[config.mk]
export PLATFORM = sky130hd
export DESIGN_NAME = qsed_eval
export DESIGN_NICKNAME = d
export VERILOG_FILES = /design/src/sv/qsed_pkg.sv /design/src/sv/qsed_eval.sv
export SDC_FILE = /design/constraint.sdc
export NUM_CORES = 1
export LEC_CHECK = 0
export BUFFER_PORTS_ARGS = -buffer_cell sky130_fd_sc_hd__buf_2
export CELL_PAD_IN_SITES_DETAIL_PLACEMENT = 0
export CELL_PAD_IN_SITES_GLOBAL_PLACEMENT = 2
export CORE_UTILIZATION = 27
export DETAILED_ROUTE_END_ITERATION = 10
export PLACE_DENSITY_LB_ADDON = 0.2
export SLEW_MARGIN = 10
export SYNTH_ARGS = -nofsm -noshare
export SYNTH_HDL_FRONTEND = slang
export SYNTH_SLANG_ARGS = --single-unit
[constraint.sdc]
create_clock -name vclk -period 7.2
set_input_delay 0.36 -clock vclk [all_inputs]
set_output_delay 0.36 -clock vclk [all_outputs]
set_load 0.02 [all_outputs]
[src/sv/qsed_pkg.sv]
// Package with the shared types, codes and constants of the quadrature step event detector.
`default_nettype none

package qsed_pkg;

   localparam int TIMESTAMP_WIDTH = 32;
   localparam int THRESHOLD_WIDTH = 6;
   localparam int SUM_WIDTH       = 8;
   localparam int POSITION_WIDTH  = 16;
   localparam int CSR_DATA_WIDTH  = 32;

   localparam logic [TIMESTAMP_WIDTH-1:0] TIMEOUT_RESET   = 32'd500000;
   localparam logic [THRESHOLD_WIDTH-1:0] THRESHOLD_RESET = 6'd2;

   typedef enum logic [0:0] {
      CSR_TIMEOUT   = 1'b0,
      CSR_THRESHOLD = 1'b1
   } csr_index_type;

   typedef enum logic [1:0] {
      EVT_NONE  = 2'd0,
      EVT_RIGHT = 2'd1,
      EVT_LEFT  = 2'd2
   } event_type;

   // Step for the old pin pair in the upper two bits and the new pair in the lower two.
   localparam logic signed [1:0] STEP_TABLE [16] = '{
      2'sd0, -2'sd1, 2'sd1, 2'sd0, 2'sd1, 2'sd0, 2'sd0, -2'sd1,
      -2'sd1, 2'sd0, 2'sd0, 2'sd1, 2'sd0, 2'sd1, -2'sd1, 2'sd0
   };

   typedef struct packed {
      logic [1:0]                        last_pins;
      logic signed [SUM_WIDTH-1:0]       step_sum;
      logic [TIMESTAMP_WIDTH-1:0]        last_tick;
      logic signed [POSITION_WIDTH-1:0]  detent_count;
   } state_type;

   typedef struct packed {
      event_type                         event_res;
      logic [TIMESTAMP_WIDTH-1:0]        elapsed_us;
      logic signed [POSITION_WIDTH-1:0]  position;
   } result_type;

endpackage

`default_nettype wire

[src/sv/qsed_eval.sv]
// Step lookup, accumulation, timeout and threshold checks for one pin sample.
`default_nettype none

module qsed_eval
   import qsed_pkg::*;
(
   input  state_type                    state_cur,
   input  logic                         pin_a,
   input  logic                         pin_b,
   input  logic [TIMESTAMP_WIDTH-1:0]   timestamp_us,
   input  logic [TIMESTAMP_WIDTH-1:0]   timeout_us,
   input  logic [THRESHOLD_WIDTH-1:0]   step_threshold,
   output state_type                    state_next,
   output result_type                   result
);

   logic [1:0]                    pair;
   logic signed [1:0]             step;
   logic signed [SUM_WIDTH-1:0]   sum_new;
   logic signed [SUM_WIDTH-1:0]   thr_pos;
   logic signed [SUM_WIDTH-1:0]   thr_neg;
   logic [TIMESTAMP_WIDTH-1:0]    dt;

   assign pair    = {pin_b, pin_a};
   assign step    = STEP_TABLE[{state_cur.last_pins, pair}];
   assign sum_new = state_cur.step_sum + {{(SUM_WIDTH-2){step[1]}}, step};
   assign thr_pos = {{(SUM_WIDTH-THRESHOLD_WIDTH){1'b0}}, step_threshold};
   assign thr_neg = -thr_pos;
   assign dt      = timestamp_us - state_cur.last_tick;

   always_comb begin
      state_next              = state_cur;
      state_next.last_pins    = pair;
      state_next.step_sum     = sum_new;
      result.event_res        = EVT_NONE;
      result.elapsed_us       = '0;
      if (dt > timeout_us) begin
         state_next.step_sum  = '0;
         state_next.last_pins = '0;
         state_next.last_tick = timestamp_us;
      end else if (sum_new > thr_pos) begin
         state_next.detent_count = state_cur.detent_count + 16'sd1;
         state_next.step_sum     = '0;
         state_next.last_tick    = timestamp_us;
         result.event_res        = EVT_RIGHT;
         result.elapsed_us       = dt;
      end else if (sum_new < thr_neg) begin
         state_next.detent_count = state_cur.detent_count - 16'sd1;
         state_next.step_sum     = '0;
         state_next.last_tick    = timestamp_us;
         result.event_res        = EVT_LEFT;
         result.elapsed_us       = dt;
      end
      result.position = state_next.detent_count;
   end

endmodule

`default_nettype wire
# Yosys cells after proc, flatten, opt, wreduce, memory -nomap -nowiden
# Memories as Yosys holds them, arrays and structs flattened.
# Index checks and enable logic that the tools add are counted.
# classes
add_sub_neg,5
n_lt_le_gt_ge,4
n_mux,10
n_bitwise,1
# ops
op,count
56-bit two-way mux,2
34-bit two-way mux,3
40-bit two-way mux,1
32-bit greater-than comparator,1
32-bit subtractor,1
16-bit by 2-bit adder with 16-bit output (second input constant),1
16-bit two-way mux,1
16-bit by 2-bit subtractor with 16-bit output (second input constant),1
8-bit adder,1
8-bit by 7-bit greater-than comparator with 1-bit output,1
8-bit less-than comparator,1
6-bit negation with 8-bit output,1
2-bit two-way mux,3
5-bit >= comparator (second input constant),1
4-bit inverter with 5-bit output,1
# word_totals
reg_bits,0
output_inout_bits,108
input_bits,130
n_memories,1
rom_bits,32
wordCells,21
# mem_list
name,depth,word_bits,read_ports,rd_ports_with_merged_regs,wr,line,rtl
(name not given),16,2,1,0,0,qsed_eval.sv:25,"assign step = STEP_TABLE[{state_cur.last_pins, pair}];"

# Depth between registers and ports, before layout
# Gate-level depths: netlist (run 1).
# depth
ltp_word,9
ltp_mapped,25
ltp_nobuf,22

# Least setup slack after synthesis (run 1)
# Ideal clock, no wire load.
# synth_timing
path_type,input-to-output
start,input state_cur[32] (netlist name)
end,output state_next[7] (netlist name)
path_stages,24
arrival_time_ns,4.858
setup_slack_ns,1.982
required_time_ns,6.840
n_path_buf,4
path_cell_list,inv_1 ha_1 buf_2 and4_1 and3_1 a221oi_1 a21boi_2 a21oi_1 o41ai_2 o21ai_0 xnor2_1 ha_1 nand2_1 or4_1 nor3_2 nand2_1 a32o_1 o211ai_1 o21a_1 buf_6 buf_2 nor2_1 xor2_1 buf_4
# synth_lines
item,line,rtl
from (decl),qsed_eval.sv:7,"input state_type state_cur,"
to (decl),qsed_eval.sv:13,"output state_type state_next,"

==> qor.csv, run 1 <==
metric;value;unit
n_sequential_cell;0;
globalRouteOverflowTotal;0;
worst-path-buf-inv;4;
post-route-min-period;6331;ps
grt_pass1_wl;24.33;mm
dp.cells;1067;
drv_slew;0;
grt_pass1_vias;5057;
crit_family;compound AO/OA/AOI/OAI gates;
fin_nets;1071;
power;1.113;mW
dp_slack;890.2;ps
place_congestion;0.8461;
powerDensity;186.8;nW/um^2
max_freq;0.1579;GHz
finalSetupViolCount;0;
status;completed;
worst_slack;868.6;ps
dp_hpwl;13.24;mm
slowest_delay;520;ps
num_vias;5103;
cts_resized;0;
ff_latch_area;0;um^2
cap_viol_max_count;0;
rsz0062_at_grt;no;
first_pass_iters;4;
syn_inst;640;
path_class;in2out;
drt_iter0_drc;194;
clkbuf_count;0;
arrival;5970;ps
area_delta_synth_final;26.47;%
critPathSlowestCell;or4_1;
setup_tns;0;ps
ys_types;68;
synth-seq-area-share;0;
fin_cells;1067;
viasPerCell;4.783;
grt.total_usage;0.1626;
crit_chain;buf_2 -> inv_1 -> ha_1 -> nor2b_1 -> o2111ai_1 -> a21oi_1 -> o21ai_0 -> a21oi_1 -> o41ai_2 -> o21ai_0 -> xnor2_1 -> ha_1 -> nand2_1 -> or4_1 -> nor3_2 -> nand2_1 -> a32o_1 -> o211ai_1 -> o21a_2 -> nor2_4 -> buf_4 -> mux2_1 -> buf_2;
fillers;1904;
start_kind;primary input;
die_h;134.1;um
antennaDiodeCount;0;
dieWidth;134.1;um
synth.avg_cell_area;7.363;um^2
drcViolationCount;0;
hold_viol;0;
ios;238;
fp-row-count;47;
dpl_cell_area;5959;um^2
critPathMaxFanout;29;
die-area;17980;um^2
endpoint_kind;output pin;
wl_per_cell;14.10;um
synth.cell_area;4712;um^2
start_util;0.2802;
fin_crit_sh;0.8794;
cp.required;6840;ps
fin_area;5959;um^2
antenna_found_initial;0;
hold_buffers;0;
syn_nets;862;
power.leakage;3.405;nW
io_buffers;238;
yosys_warnings;0;
relSlewSlack;0.5044;
hold_class;in2out;
worst_hold_slack;1024;ps
core_area;16820;um^2
tightest_slew;743.5;ps
irDropWorstVdd;0.00008345;V
routed_wl;15.05;mm
cts_setup_buffers;0;
ant_nets;0;
final_common_cell;buf_2;
mostFrequentLayoutCells;buf_2, inv_1, ha_1;
drive_gt1_frac;0.3105;
grt_max_degree;33;
final_core_util;0.3543;
==> area by class of cell <==
cell class                      count  area, um^2  area share
Tap cell                          220       275.3     0.04619
Timing Repair Buffer              241        1214      0.2037
Multi-Input combinational cell    516        4133      0.6935
Inverter                           90       337.8     0.05669
==> per-layer routing <==
metal | wire length [um] | vias to the layer above | share of wire | global-route usage
li1 | - | 2669 | - | -
met1 | 7347 | 2273 | 0.49 | 0.2268
met2 | 6807 | 157 | 0.45 | 0.2855
met3 | 802 | 4 | 0.053 | 0.009070
met4 | 89 | 0 | 0.0059 | 0.009988
met5 | 0 | - | 0 | 0
==> Yosys cell counts, types with 7 or more instances <==
library cell  number  area, um^2
a21o_1            23       172.7
a21oi_1           43       215.2
and3_1            11       68.82
and3b_1           26       227.7
buf_4             17       127.6
ha_1              90        1126
inv_1             90       337.8
mux2_1            26       292.8
nand2_1           24       90.09
nand2b_1           7       43.79
nand3_1           14       70.07
nand4_1           10       62.56
nor2_1            35       131.4
nor2b_1           16       100.1
nor3_1            18       90.09
o21a_1             9       67.56
o21ai_0           23       115.1
o21bai_1           9       67.56
xnor2_1           28       245.2
xor2_1            26       227.7
==> report_power, final <==
group	total (mW)	leakage, nW	switching [mW]	internal [mW]
logic	1.11	3.41	0.691	0.422
registers	0	0	0	0
clock network	0	0	0	0
total	1.11	3.41	0.691	0.422
==> tightest hold or removal path, cell delays in order <==
cell and delay (ps):
buf_2 90, xor2_1 60, buf_2 150
==> cell families (layout without fill, tap and decap cells) <==
family,after synthesis,count (layout),share of synthesized area
multiplexers,34,34,0.08338
AO/OA/AOI/OAI,146,146,0.2050
buffers and inverters,124,331,0.1232
XOR/XNOR,55,55,0.1038
AND/OR/NAND/NOR,189,189,0.2371
adder cells (fa/ha/maj),92,92,0.2475
==> final timing paths <==
check	start	end	slack [ps]	depth (start not counted)
min	state_cur[15]	result[15]	1020	3
max	state_cur[17]	state_next[45]	870	23
Note: power is estimated with default switching activity, not from simulation.
==> run 2: changes to the inputs <==
--- a/config.mk
+++ b/config.mk
@@ -8,7 +8,7 @@
 export BUFFER_PORTS_ARGS = -buffer_cell sky130_fd_sc_hd__buf_2
 export CELL_PAD_IN_SITES_DETAIL_PLACEMENT = 0
 export CELL_PAD_IN_SITES_GLOBAL_PLACEMENT = 2
-export CORE_UTILIZATION = 27
+export CORE_UTILIZATION = 25
 export DETAILED_ROUTE_END_ITERATION = 10
 export PLACE_DENSITY_LB_ADDON = 0.2
 export SLEW_MARGIN = 10
==> constraint.sdc (replaced) <==
create_clock -name vclk -period 6.4
set_input_delay 0.32 -clock vclk [all_inputs]
set_output_delay 0.32 -clock vclk [all_outputs]
set_load 0.02 [all_outputs]
==> run 2 against run 1 <==
Against the previous run: non-clock buffer count did not move; critical path type unchanged; via count fell by 0.22%; critical path depth fell by 3; highest routed layer unchanged; worst setup slack got worse by 310 ps; worst hold slack got worse by 80 ps; first-iteration DRC count fell by 20%; combinational power rose by 14%; largest cell class unchanged.
==> qor.csv, run 2 (synthesis gave the netlist of run 1 again) <==
metric;value;unit
busiest_layer;met2;
relSlewSlack;0.2626;
final_common_cell;buf_2;
start_util;0.2588;
fillers;2024;
final_core_util;0.3282;
io_buffers;238;
num_vias;5092;
ios;238;
cp.required;6080;ps
crit_family;simple AND/OR/NAND/NOR gates;
use_met3;0.005850;
n_sequential_cell;0;
mostFrequentLayoutCells;buf_2, inv_1, ha_1;
post-route-min-period;5845;ps
fin_cells;1076;
start_kind;primary input;
finalSetupViolCount;0;
rsz0062_at_grt;no;
drt_iter0_drc;156;
tightest_slew;1103;ps
globalRouteOverflowTotal;0;
core_area;18210;um^2
arrival;5520;ps
grt_use_met1;0.2182;
hold_viol;0;
power.leakage;3.405;nW
die_h;139.3;um
status;completed;
worst_hold_slack;943.8;ps
max_freq;0.1711;GHz
ff_latch_area;0;um^2
irDropWorstVdd;0.00009797;V
cts_setup_buffers;0;
startpoint;state_cur[32];
critPathSlowestCell;nor2_4;
fin_crit_sh;0.9133;
antenna_found_initial;0;
first_pass_iters;4;
grt_pass1_vias;5000;
fp-row-count;49;
clkbuf_count;0;
dieWidth;139.3;um
place_congestion;0.8619;
grt.total_usage;0.1563;
drv_slew;0;
crit_end;state_next[20];
area_delta_synth_final;26.85;%
worst-path-buf-inv;3;
crit_chain;buf_2 -> inv_1 -> ha_1 -> and4_1 -> and3_1 -> a221oi_1 -> a21boi_2 -> a21oi_1 -> o41ai_2 -> o21ai_0 -> xnor2_1 -> ha_1 -> nand2_1 -> or4_1 -> nor3_2 -> nand2_1 -> o21a_2 -> nor2_4 -> mux2_2 -> buf_2;
fin_nets;1071;
die-area;19400;um^2
dp.cells;1076;
antennaDiodeCount;0;
hold_path_startpoint;state_cur[15];
dp_slack;272.4;ps
slowest_delay;830;ps
cap_viol_max_count;0;
path_class;in2out;
dp_hpwl;13.74;mm
worst_slack;555.2;ps
wl_per_cell;14.64;um
viasPerCell;4.732;
powerDensity;211.2;nW/um^2
grt_max_degree;37;
endpoint_kind;output pin;
ant_nets;0;
multi_input_area;4139;um^2
grt_pass1_wl;25.37;mm
use_met2;0.2769;
drcViolationCount;0;
setup_tns;0;ps
cp_num_cells;20;
routed_wl;15.75;mm
drive_gt1_frac;0.3129;
critPathMaxFanout;36;
hold_class;in2out;
run 2: changes by cell type in the layout (fill, tap and decap cells not counted):
cell / change
a21oi_1: -1
a21oi_2: +1
nand2b_1: -1
nand2b_2: +1
o21ai_0: -3
o21ai_1: +3
run 2: power by group:
part	total (mW)	internal (mW)	switching (mW)
sequential	0	0	0
clock	0	0	0
combinational	1.26	0.477	0.785
run 2: per-layer routing:
metal,vias up,share of wire
met3,4,0.043
met4,0,0.0062
met2,175,0.46
li1,2673,-
met5,-,0
met1,2240,0.49
run 2: worst min path at each step:
| stage | cells past startpoint | endpoint | slack (ps) |
|---|---|---|---|
| floorplan | 1 | result[10] | 780 |
| global placement | 3 | result[15] | 940 |
| detailed placement | 3 | state_next[15] | 940 |
| CTS | 3 | state_next[15] | 940 |
| global route | 3 | result[15] | 970 |
| finish | 3 | state_next[15] | 940 |
run 2: area by class of cell:
type | instances | share of cell area
inverter | 90 | 0.05652
timing repair buffer | 241 | 0.2031
tap | 229 | 0.04794
multi-input combinational | 516 | 0.6925
run 2: per-stage QoR:
stage | area (um^2) | total power, mW
2_1_floorplan | 4712 | 0.9050
3_3_place_gp | 5971 | 1.273
3_5_place_dp | 5971 | 1.274
4_1_cts | 5971 | 1.281
5_1_grt | 5977 | 1.388
6_report | 5977 | 1.262
run 2: timing repair:
action | 4_1_cts | 5_1_grt
endpoints found under the setup margin | 0 | 34
hold buffers | 0 | 0
gates resized for setup | 0 | 5
